$ cat src/rtl/core/flash_command_queue_sequencer_top_assert.svh
// assertion macros for the flash command queue sequencer
`ifndef FLASH_COMMAND_QUEUE_SEQUENCER_TOP_ASSERT_SVH
`define FLASH_COMMAND_QUEUE_SEQUENCER_TOP_ASSERT_SVH
`ifndef NO_ASSERTIONS
`define FCQS_ASSERT(lbl, prop, msg) \
  lbl: assert property (@(posedge clk_i) disable iff (!rst_ni) prop) else $error(msg);
`define FCQS_ASSERT_IMP(lbl, ante, cons, msg) \
  `FCQS_ASSERT(lbl, (ante) |-> (cons), msg)
`else
`define FCQS_ASSERT(lbl, prop, msg)
`define FCQS_ASSERT_IMP(lbl, ante, cons, msg)
`endif
`endif

$ cat src/rtl/core/fcqs_pkg.sv
// types and constants of the flash command queue sequencer
`timescale 1ns / 1ps
package fcqs_pkg;

  localparam int QUEUE_DEPTH  = 32;
  localparam int MEM_BYTES    = 4194304;
  localparam int SECTOR_COUNT = 8;
  localparam int SECTOR_SHIFT = 16;
  localparam int MAX_TRANSFER = 1024;

  localparam int IDX_W     = $clog2(QUEUE_DEPTH);
  localparam int PTR_W     = IDX_W + 1;
  localparam int LVL_W     = 6;
  localparam int ADDR_W    = 22;
  localparam int SIZE_W    = 16;
  localparam int SECTOR_W  = 16;
  localparam int CSIZE_W   = 11;
  localparam int TO_W      = 24;
  localparam int ELAPSED_W = 25;
  localparam int IN_DATA_W  = 56;
  localparam int OUT_DATA_W = 48;
  localparam int OUT_USED_W = 3 + ADDR_W + CSIZE_W + 1 + 1 + LVL_W;

  localparam logic [2:0] CFG_ADDR_W = 3'd3;

  typedef enum logic [1:0] {
    ACT_READ  = 2'd0,
    ACT_WRITE = 2'd1,
    ACT_ERASE = 2'd2,
    ACT_TICK  = 2'd3
  } action_e;

  typedef enum logic [1:0] {
    ST_OK      = 2'd0,
    ST_INVALID = 2'd1,
    ST_BUSY    = 2'd2,
    ST_TICK    = 2'd3
  } status_e;

  typedef enum logic [2:0] {
    CMD_NONE  = 3'd0,
    CMD_READ  = 3'd1,
    CMD_PROG  = 3'd2,
    CMD_ERASE = 3'd3,
    CMD_WDIS  = 3'd4
  } command_e;

  typedef enum logic [1:0] {
    OP_READ  = 2'd0,
    OP_PROG  = 2'd1,
    OP_ERASE = 2'd2,
    OP_WAIT  = 2'd3
  } op_kind_e;

  typedef enum logic {
    REG_PROG_TO  = 1'b0,
    REG_ERASE_TO = 1'b1
  } reg_idx_e;

  // one ring entry: amount is a byte count, or the timeout of a wait op
  typedef struct packed {
    op_kind_e            kind;
    logic [ADDR_W-1:0]   faddr;
    logic [TO_W-1:0]     amount;
    logic                note;
  } ring_entry_t;

  typedef struct packed {
    status_e             status;
    command_e            command;
    logic [ADDR_W-1:0]   cmd_addr;
    logic [CSIZE_W-1:0]  cmd_size;
    logic                read_done;
    logic                timed_out;
    logic [LVL_W-1:0]    queue_level;
  } result_t;

endpackage

$ cat src/rtl/core/flash_command_queue_sequencer_top.sv
// flash command queue sequencer: request checks, op ring and tick sequencer
`timescale 1ns / 1ps
`include "flash_command_queue_sequencer_top_assert.svh"
// Takes read, write and erase requests and tick words on one stream and returns one result
// word per input word. Ops live in a ring memory with one write port and a registered
// read, so a read request, a rejected request and a tick that does not take a new op
// have their result loaded from the idle state, while an accepted write or erase request
// (two ring writes through the one write port) and a tick that takes the next op (through
// the registered ring read) go on to S_PUSH2 or S_FETCH first. One word is worked on at
// a time; the next word is taken no earlier than the cycle in which the previous result
// leaves the output register, so a stalled result holds off the input. The timeout
// registers are written over the APB port at byte addresses 0 (program) and 4 (erase).
module flash_command_queue_sequencer_top
  import fcqs_pkg::*;
(
  input  logic                  clk_i,
  input  logic                  rst_ni,
  input  logic                  s_axis_tvalid,
  output logic                  s_axis_tready,
  // addr, size, sector, notify, flash_busy
  input  logic [IN_DATA_W-1:0]  s_axis_tdata,
  // action
  input  logic [1:0]            s_axis_tuser,
  output logic                  m_axis_tvalid,
  input  logic                  m_axis_tready,
  // command, cmd_addr, cmd_size, read_done, timed_out, queue_level, zero pad
  output logic [OUT_DATA_W-1:0] m_axis_tdata,
  // status
  output logic [1:0]            m_axis_tuser,
  input  logic                  psel,
  input  logic                  penable,
  input  logic                  pwrite,
  input  logic [CFG_ADDR_W-1:0] paddr,
  input  logic [31:0]           pwdata,
  output logic [31:0]           prdata,
  output logic                  pready
);

  localparam logic [1:0] S_IDLE  = 2'd0;
  localparam logic [1:0] S_FETCH = 2'd1;
  localparam logic [1:0] S_PUSH2 = 2'd2;

  // input fields
  action_e             in_action;
  logic [ADDR_W-1:0]   in_addr;
  logic [SIZE_W-1:0]   in_size;
  logic [SECTOR_W-1:0] in_sector;
  logic                in_notify;
  logic                in_busy;

  logic [1:0]          state_q, state_d;
  logic [PTR_W-1:0]    rp_q, rp_d, wp_q, wp_d;
  logic                fin_q, fin_d;
  logic [TO_W-1:0]     cur_to_q, cur_to_d;
  logic [ELAPSED_W-1:0] elapsed_q, elapsed_d;
  logic                busy_q, busy_d;
  logic                erase_q, erase_d;
  logic [TO_W-1:0]     prog_to_q, erase_to_q;
  logic                m_valid_q, m_valid_d;
  result_t             res_q, res_d;

  logic                s_ready, in_fire, load_out;
  logic [PTR_W-1:0]    lvl;
  logic [ADDR_W:0]     end_addr;
  logic                range_ok, sector_ok, full1, full2;
  logic [ADDR_W-1:0]   erase_addr;
  logic                wait_done, wait_tout;

  ring_entry_t         ring_mem [QUEUE_DEPTH];
  ring_entry_t         rd_data_q, wr_entry;
  logic                wr_en, rd_en;
  logic                cfg_we;

  assign in_action = action_e'(s_axis_tuser);
  assign in_addr   = s_axis_tdata[ADDR_W-1:0];
  assign in_size   = s_axis_tdata[ADDR_W+SIZE_W-1:ADDR_W];
  assign in_sector = s_axis_tdata[ADDR_W+SIZE_W+SECTOR_W-1:ADDR_W+SIZE_W];
  assign in_notify = s_axis_tdata[ADDR_W+SIZE_W+SECTOR_W];
  assign in_busy   = s_axis_tdata[ADDR_W+SIZE_W+SECTOR_W+1];

  assign s_ready       = (state_q == S_IDLE) && (!m_valid_q || m_axis_tready);
  assign s_axis_tready = s_ready;
  assign in_fire       = s_axis_tvalid && s_ready;

  assign lvl      = wp_q - rp_q;
  assign full1    = (lvl == PTR_W'(QUEUE_DEPTH));
  assign full2    = (lvl >= PTR_W'(QUEUE_DEPTH - 1));
  assign end_addr = {1'b0, in_addr} + {{(ADDR_W + 1 - SIZE_W){1'b0}}, in_size};
  assign range_ok = ({1'b0, in_addr} < (ADDR_W + 1)'(MEM_BYTES))
                 && (in_size <= SIZE_W'(MAX_TRANSFER))
                 && (end_addr <= (ADDR_W + 1)'(MEM_BYTES))
                 && (in_size != '0);
  assign sector_ok  = (in_sector < SECTOR_W'(SECTOR_COUNT));
  assign erase_addr = ADDR_W'({{(32 - SECTOR_W){1'b0}}, in_sector} << SECTOR_SHIFT);

  // running wait op: elapsed time advanced by one, saturating
  always_comb begin
    elapsed_d = elapsed_q;
    if (elapsed_q != '1) begin
      elapsed_d = elapsed_q + ELAPSED_W'(1);
    end
    wait_tout = in_busy && (cur_to_q != '0) && (elapsed_d > {1'b0, cur_to_q});
    wait_done = !in_busy || wait_tout;
  end

  always_comb begin
    state_d  = state_q;
    rp_d     = rp_q;
    wp_d     = wp_q;
    fin_d    = fin_q;
    cur_to_d = cur_to_q;
    busy_d   = busy_q;
    erase_d  = erase_q;
    wr_en    = 1'b0;
    rd_en    = 1'b0;
    wr_entry = '{kind: OP_READ, faddr: in_addr, amount: TO_W'(in_size), note: in_notify};
    load_out = 1'b0;
    res_d    = '{status: ST_OK, command: CMD_NONE, cmd_addr: '0, cmd_size: '0,
                 read_done: 1'b0, timed_out: 1'b0, queue_level: '0};
    unique case (state_q)
      S_IDLE: begin
        if (in_fire) begin
          case (in_action) inside
            ACT_READ, ACT_WRITE: begin
              if (!range_ok) begin
                res_d.status = ST_INVALID;
                load_out     = 1'b1;
              end else if ((in_action == ACT_READ) ? full1 : full2) begin
                res_d.status = ST_BUSY;
                load_out     = 1'b1;
              end else begin
                wr_en = 1'b1;
                wp_d  = wp_q + PTR_W'(1);
                if (in_action == ACT_READ) begin
                  load_out = 1'b1;
                end else begin
                  wr_entry.kind = OP_PROG;
                  wr_entry.note = 1'b0;
                  erase_d       = 1'b0;
                  state_d       = S_PUSH2;
                end
              end
            end
            ACT_ERASE: begin
              if (!sector_ok) begin
                res_d.status = ST_INVALID;
                load_out     = 1'b1;
              end else if (full2) begin
                res_d.status = ST_BUSY;
                load_out     = 1'b1;
              end else begin
                wr_en    = 1'b1;
                wr_entry = '{kind: OP_ERASE, faddr: erase_addr, amount: '0, note: 1'b0};
                wp_d     = wp_q + PTR_W'(1);
                erase_d  = 1'b1;
                state_d  = S_PUSH2;
              end
            end
            default: begin
              res_d.status = ST_TICK;
              if (fin_q) begin
                if (lvl == '0) begin
                  load_out = 1'b1;
                end else begin
                  rd_en   = 1'b1;
                  rp_d    = rp_q + PTR_W'(1);
                  busy_d  = in_busy;
                  state_d = S_FETCH;
                end
              end else begin
                res_d.command   = wait_done ? CMD_WDIS : CMD_NONE;
                res_d.timed_out = wait_tout;
                fin_d           = wait_done;
                load_out        = 1'b1;
              end
            end
          endcase
        end
      end
      S_PUSH2: begin
        wr_en    = 1'b1;
        wr_entry = '{kind: OP_WAIT, faddr: '0,
                     amount: erase_q ? erase_to_q : prog_to_q, note: 1'b0};
        wp_d     = wp_q + PTR_W'(1);
        load_out = 1'b1;
        state_d  = S_IDLE;
      end
      S_FETCH: begin
        // fetched op runs at elapsed time zero, so a wait op cannot time out here
        res_d.status = ST_TICK;
        case (rd_data_q.kind)
          OP_READ: begin
            res_d.command   = CMD_READ;
            res_d.cmd_addr  = rd_data_q.faddr;
            res_d.cmd_size  = rd_data_q.amount[CSIZE_W-1:0];
            res_d.read_done = rd_data_q.note;
          end
          OP_PROG: begin
            res_d.command  = CMD_PROG;
            res_d.cmd_addr = rd_data_q.faddr;
            res_d.cmd_size = rd_data_q.amount[CSIZE_W-1:0];
          end
          OP_ERASE: begin
            res_d.command  = CMD_ERASE;
            res_d.cmd_addr = rd_data_q.faddr;
          end
          default: begin
            res_d.command = busy_q ? CMD_NONE : CMD_WDIS;
            fin_d         = !busy_q;
            cur_to_d      = rd_data_q.amount;
          end
        endcase
        load_out = 1'b1;
        state_d  = S_IDLE;
      end
      default: begin
        state_d = S_IDLE;
      end
    endcase
    res_d.queue_level = LVL_W'(wp_d - rp_d);
    m_valid_d = m_valid_q && !m_axis_tready;
    if (load_out) begin
      m_valid_d = 1'b1;
    end
  end

  always_ff @(posedge clk_i or negedge rst_ni) begin
    if (!rst_ni) begin
      state_q   <= S_IDLE;
      rp_q      <= '0;
      wp_q      <= '0;
      fin_q     <= 1'b1;
      cur_to_q  <= '0;
      elapsed_q <= '0;
      busy_q    <= 1'b0;
      erase_q   <= 1'b0;
      m_valid_q <= 1'b0;
    end else begin
      state_q   <= state_d;
      rp_q      <= rp_d;
      wp_q      <= wp_d;
      fin_q     <= fin_d;
      cur_to_q  <= cur_to_d;
      busy_q    <= busy_d;
      erase_q   <= erase_d;
      m_valid_q <= m_valid_d;
      if (rd_en) begin
        elapsed_q <= '0;
      end else if (in_fire && in_action == ACT_TICK && !fin_q) begin
        elapsed_q <= elapsed_d;
      end
    end
  end

  always_ff @(posedge clk_i) begin
    if (load_out) begin
      res_q <= res_d;
    end
  end

  // op ring: one write port, one registered read port
  always_ff @(posedge clk_i) begin
    if (wr_en) begin
      ring_mem[wp_q[IDX_W-1:0]] <= wr_entry;
    end
    if (rd_en) begin
      rd_data_q <= ring_mem[rp_q[IDX_W-1:0]];
    end
  end

  assign m_axis_tvalid = m_valid_q;
  assign m_axis_tuser  = res_q.status;
  assign m_axis_tdata  = {{(OUT_DATA_W - OUT_USED_W){1'b0}}, res_q.queue_level,
                          res_q.timed_out, res_q.read_done, res_q.cmd_size,
                          res_q.cmd_addr, res_q.command};

  // configuration port
  assign pready = 1'b1;
  assign cfg_we = psel && penable && pwrite;

  always_ff @(posedge clk_i or negedge rst_ni) begin
    if (!rst_ni) begin
      prog_to_q  <= TO_W'(5000);
      erase_to_q <= TO_W'(3000000);
    end else if (cfg_we) begin
      unique case (reg_idx_e'(paddr[2]))
        REG_PROG_TO:  prog_to_q  <= pwdata[TO_W-1:0];
        REG_ERASE_TO: erase_to_q <= pwdata[TO_W-1:0];
        default: ;
      endcase
    end
  end

  always_comb begin
    unique case (reg_idx_e'(paddr[2]))
      REG_PROG_TO:  prdata = {{(32 - TO_W){1'b0}}, prog_to_q};
      REG_ERASE_TO: prdata = {{(32 - TO_W){1'b0}}, erase_to_q};
      default:      prdata = '0;
    endcase
  end

  `FCQS_ASSERT(a_level_max, (lvl <= PTR_W'(QUEUE_DEPTH)), "queue level above depth")
  `FCQS_ASSERT_IMP(a_no_take_busy, (state_q != S_IDLE), !s_axis_tready, "word taken mid-item")
  `FCQS_ASSERT(a_fetch_result, (state_q == S_FETCH) |=> (state_q == S_IDLE && m_valid_q),
    "fetch did not deliver a result")
  `FCQS_ASSERT(a_idle_tick, (in_fire && in_action == ACT_TICK && fin_q && lvl == '0)
    |=> ($stable(rp_q) && m_valid_q), "idle tick moved the read pointer")

endmodule
$ cat config.mk
export PLATFORM = sky130hd
export DESIGN_NAME = flash_command_queue_sequencer_top
export DESIGN_NICKNAME = d
export VERILOG_FILES = /design/src/rtl/core/fcqs_pkg.sv /design/src/rtl/core/flash_command_queue_sequencer_top.sv
export VERILOG_INCLUDE_DIRS = /design/src /design/src/rtl/core
export SDC_FILE = /design/constraint.sdc
export NUM_CORES = 2
export LEC_CHECK = 0
export ABC_CLOCK_PERIOD_IN_PS = 5850
export BUFFER_PORTS_ARGS = -buffer_cell sky130_fd_sc_hd__buf_2
export CORE_MARGIN = 1
export CORE_UTILIZATION = 50
export DETAILED_ROUTE_END_ITERATION = 6
export PLACE_DENSITY = 0.71
export SYNTH_ARGS = -nofsm -noshare
export SYNTH_HDL_FRONTEND = slang
export SYNTH_SLANG_ARGS = --single-unit
$ cat constraint.sdc
create_clock -name clk_i -period 5.85 [get_ports clk_i]
set_input_delay 1.17 -clock clk_i [delete_from_list [all_inputs] [get_ports clk_i]]
set_output_delay 1.17 -clock clk_i [all_outputs]
set_load 0.05 [all_outputs]
* Yosys cells after proc, flatten, opt, wreduce, memory -nomap -nowiden *
Memories as Yosys holds them, arrays and structs flattened. A register that Yosys moved wholly into a read port is not among the register bits.
Index checks and enable logic that the tools add are counted.
Widths: inputs -> output; s select.

operators by class
  reductions and logical operators = 43
  order comparisons = 5
  equal/unequal tests = 24
  mux-type cells = 102
  bitwise operators = 7
  add/sub/neg operators = 6

operators with widths
  cell                   count
  $mux 49                3
  $pmux 49 s2            1
  $mux 46                2
  $mux 6                 13
  $mux 25                3
  $pmux 32 s2            1
  $mux 1                 47
  $mux 2                 19
  $add 25x1->25 const B  1
  $gt 25x24->1           1
  $ne 25x25->1 const B   1
  $mux 24                1
  $reduce_bool 24->1     1
  $add 22x16->23         1
  $le 23x23->1 const B   1
  $le 16x11->1 const B   1
  $lt 16x4->1 const B    1
  $reduce_and 8->1       2
  $reduce_bool 16->1     1
  $mux 3                 5
  $ne 2x2->1 const B     7
  $add 6x1->6 const B    2
  $ne 4x3->1 const B     3
  $pmux 6 s2             1
  other kinds (25)       68

storage, ports and cells
  input port bits = 100
  output and inout port bits = 85
  flip-flop bits (word level) = 161
  logic and storage cells = 206
  memories kept = 1
  memory bits (writable) = 1568

memories
  name      words  width  read ports  clocked after Yosys merged registers in  wr ports  line                                     source
  ring_mem  32     49     1           1                                        1         flash_command_queue_sequencer_top.sv:69  ring_entry_t ring_mem [QUEUE_DEPTH];

* Logic depth before layout (Yosys ltp) *
  depth in word-level cells = 11
  depth in mapped cells = 23

* Worst setup path before layout *
OpenSTA, ideal clock, no wires.

  path type = input-to-reg
  start = input port s_axis_tdata[0]
  end = memory ring_mem[15][0] (netlist bit), enable pin
  setup time = 0.456 ns
  data required time = 5.394 ns
  data arrival time = 6.182 ns
  stages on the path = 13
  path slack = -0.788 ns
  path buffers = 1
  path through = ha_1 > fa_1 > a21o_1 > a221oi_4 > xnor2_1 > or4_4 > nor4b_2 > nand4_1 > o31ai_4 > a22o_2 > a21oi_2 > buf_2 > nor2_1

between the ends
  cells in the longest elaborated chain, start to end = 10

RTL lines
  what                          line                                      source
  start, declared               flash_command_queue_sequencer_top.sv:21   input logic [IN_DATA_W-1:0] s_axis_tdata,
  $add 22x16->23                flash_command_queue_sequencer_top.sv:88   assign end_addr = {1'b0, in_addr} + {{(ADDR_W + 1 - SIZE_W){1'b0}}, in_size};
  $le 23x23->1                  flash_command_queue_sequencer_top.sv:91   && (end_addr <= (ADDR_W + 1)'(MEM_BYTES))
  $logic_and 1x1->1             flash_command_queue_sequencer_top.sv:91
  $logic_and 1x1->1             flash_command_queue_sequencer_top.sv:92   && (in_size != '0);
  $mux 1                        flash_command_queue_sequencer_top.sv:125  if (!range_ok) begin
  $mux 1                        flash_command_queue_sequencer_top.sv:123  case (in_action) inside
  $mux 1                        flash_command_queue_sequencer_top.sv:122  if (in_fire) begin
  $pmux 1 s2                    flash_command_queue_sequencer_top.sv:120  unique case (state_q)
  $mux 1                        flash_command_queue_sequencer_top.sv:263  if (wr_en) begin
  $mux 1 (implied by the code)  flash_command_queue_sequencer_top.sv:264  ring_mem[wp_q[IDX_W-1:0]] <= wr_entry;
  end, declared                 flash_command_queue_sequencer_top.sv:69

Every way passes these cells.

==> results.cfg <==
[logic_synthesis]
synth_top_flop_cell = edfxtp_1
syn_avg_cell_area_um2 = 20.5
synth_area_um2 = 71500
synth_area_leaders = edfxtp_1, mux4_2, dfrtp_1
ys_types = 79
synth_top_area_share_pct = 69.8
yosys_warnings = 0
postSynth.asyncResetShare_pct = 6.47
syn_inst = 3497
ys_seq_elements = 1778
yosysSeqAreaShare_pct = 73.9
synth_area_leader_cell = edfxtp_1
synth-edff-count = 1663

[cts]
cts_setup_buffers = 0
cts_root_buf = clkbuf_16
clk_latency_ps = 810
hold_buffers = 0
clockBufferDepth = 3
cts_sinks = 1778
clk_pin_slew_worst_paths_ps = 60
cts_made_buffers = 177
tritoncts = built
post_cts_resize_count = 0
cts_max_level = 4

[floorplanning]
top_level_ports = 185
die_y_um = 380
die_x_um = 380
dieArea_um2 = 145000
initial_core_util_pct = 50.5
core_area_um2 = 142000
rows = 138

[setup_path]
reg2reg_slack_ps = 620
reg2regPathDepth = 19
cpPeakStageDelay_ps = 500
critical_path.max_fanout = 6
r2r_start = wp_q[2]$_DFF_PN0_
path_cells = buf_2 > buf_4 > ha_1 > a211oi_2 > buf_4 > o21ai_0 > xor2_1 > or4_4 > nor4b_2 > nand4_1 > o31ai_4 > buf_4 > buf_4 > a21oi_2 > nor3_1 > a21o_1 > ha_1 > inv_1 > a21o_1 > a21o_1 > a21o_1 > a21oi_1 > xnor3_1 > xor2_1
cp-start-kind = primary input
rr_endpoint = m_axis_tdata[43]$_DFFE_PP_
critPathKind = primary input to register
startpoint = s_axis_tdata[23]
cp.depth = 24
cp.required_ps = 6410
crit_arrival_ps = 6100
critPathSlowestCell = or4_4
critPathBufInv = 6
cp-end-kind = register
crit_end = m_axis_tdata[43]$_DFFE_PP_
critPathTopFamily = compound AO/OA/AOI/OAI gates

[timing]
finalSetupViolCount = 0
slew_headroom_pct = 11.9
hold_viol = 0
grt_setup_unrepaired = false
hold_slack_ps = 412
worstMarginPinSlew_ps = 1320
clock.fmax_mhz = 181
slew_violations = 0
period_share_pct = 94.7
final.min_clock_period_ps = 5540
finClkSkew_ps = 28.8

[layout]
final_common_cell = edfxtp_1
syn_to_final_growth_pct = 15.9
layout.nets = 4064
final_cell_mix = edfxtp_1, mux4_2, nand2_1
seqCellArea_um2 = 52900
multi_input_area_um2 = 18100
fillerInstances = 10100
drive_gt1_share_pct = 32.9

[grt]
grt_pass1_vias = 36300
overflow = 0
grt_usage_pct = 24.3
antenna_found_initial = 8
grt.met3_usage_pct = 6.27
grt_first_pass_wirelength_mm = 252
grt_max_degree = 126
use_met2_pct = 37.2
top_usage_layer = met2
met1_usage_pct = 35.1

[route]
drc_errors = 0
via_per_inst = 6.15
ant_nets = 0
via_count = 36500
drt_pass1_iterations = 6
wl_per_cell_um = 29.5
routed_wl_mm = 175
drt_iter0_drc = 4497

[job]
maxCapViolations = 0

[hold_path]
worstHoldPathType = primary input to asynchronous set/reset pin

[pwr]
power_mw = 37.6
power_density_nw_per_um2 = 453
p_leak_nw = 27.7
vdd_drop_max_v = 0.000523

[place]
place_congestion = 0.866
hpwl_mm = 104
io_buffers = 161

[outcome]
outcome = complete, no violations
==> worst register-to-register path, delay by kind of cell, from the launching register on <==
family	cells	cell delay, ps
compound gates	11	2330
xor+xnor	2	410
fa+ha+maj	2	520
buf+inv	2	240
flops	1	740
simple gates	2	720
==> area by class of cell <==
| type | count | share of cell area [%] |
|---|---|---|
| Tap cell | 1890 | 2.85 |
| Inverter | 54 | 0.256 |
| Multi-Input combinational cell | 1494 | 21.8 |
| Clock buffer | 223 | 5.66 |
| Timing Repair Buffer | 388 | 4.35 |
| Antenna cell | 2 | 0.00603 |
| Sequential cell | 1778 | 63.7 |
| Clock inverter | 100 | 1.34 |
==> stage by stage <==
step	util (%)	TNS, ps	cells	setup slack [ps]	area, um2
4_1_cts	58.5	0	5927	211	82900
3_3_place_gp	54.4	-342520	5604	-698	77100
2_1_floorplan	-	-1219170	3508	-788	71600
3_5_place_dp	54.4	-294240	5604	-663	77100
6_report	58.5	0	5929	310	82900
5_1_grt	58.5	0	5927	92.9	82900
==> Yosys cell counts, types with 4 or more instances <==
master       n
dfrtp_1     99
buf_4       13
dfstp_2     16
and3_1      15
a31oi_1      9
nand4_1     17
a211oi_1     6
mux2_2     115
a21oi_1     36
o21a_1       8
o21ai_0     40
edfxtp_1  1663
nand2_1    268
nand2b_1     9
mux4_2     490
nand4b_1     4
mux2i_1     13
clkbuf_1   123
ha_1        68
o31ai_1      7
inv_1       50
buf_1       43
nor4_1      13
xnor2_1     28
nand3_1     34
a22o_1      19
nor3b_1      4
nor2b_1     17
nor3_1      25
nor2_1      69
and2_1      59
a21o_1      17
xor2_1      22
==> cells by family after synthesis <==
logic type,count (synthesis),share of synthesized area [%]
other cells,2,0.0105
xor+xnor,51,0.644
compound gates,189,1.86
buf+inv,236,1.31
flops,1778,73.9
mux,618,17.4
simple gates,552,3.62
fa+ha+maj,71,1.27
==> power breakdown <==
part	switching [mW]	total, mW	internal (mW)
logic	6.21	10.7	4.50
clock network	4.72	11.3	6.62
registers	0.337	15.5	15.2
==> routing by layer <==
| metal | wire (um) | share of wire (%) |
|---|---|---|
| met1 | 70200 | 40 |
| met2 | 82100 | 47 |
| met3 | 18600 | 11 |
| met5 | 37 | 0.021 |
| met4 | 3670 | 2.1 |
==> state kept, by name (all words and copies together) (netlist names), 6 cells and up <==
signal and cells:
rd_data_q 49, ring_mem 1568, prog_to_q 24, cur_to_q 24, wp_q 6, m_axis_tdata 44
elapsed_q 25, rp_q 6, erase_to_q 24
==> how the worst min path moves through the flow <==
stage / start / end / depth (start not counted)
floorplan: rd_data_q[24]$_DFFE_PP_ / cur_to_q[23]$_DFFE_PN0P_ / 1
global placement: rd_data_q[14]$_DFFE_PP_ / cur_to_q[13]$_DFFE_PN0P_ / 1
detailed placement: rd_data_q[13]$_DFFE_PP_ / cur_to_q[12]$_DFFE_PN0P_ / 1
CTS: rst_ni / elapsed_q[13]$_DFFE_PN0P_ / 1
global route: rst_ni / elapsed_q[21]$_DFFE_PN0P_ / 1
finish: rst_ni / elapsed_q[21]$_DFFE_PN0P_ / 1
(Power assumes the default switching activity.)
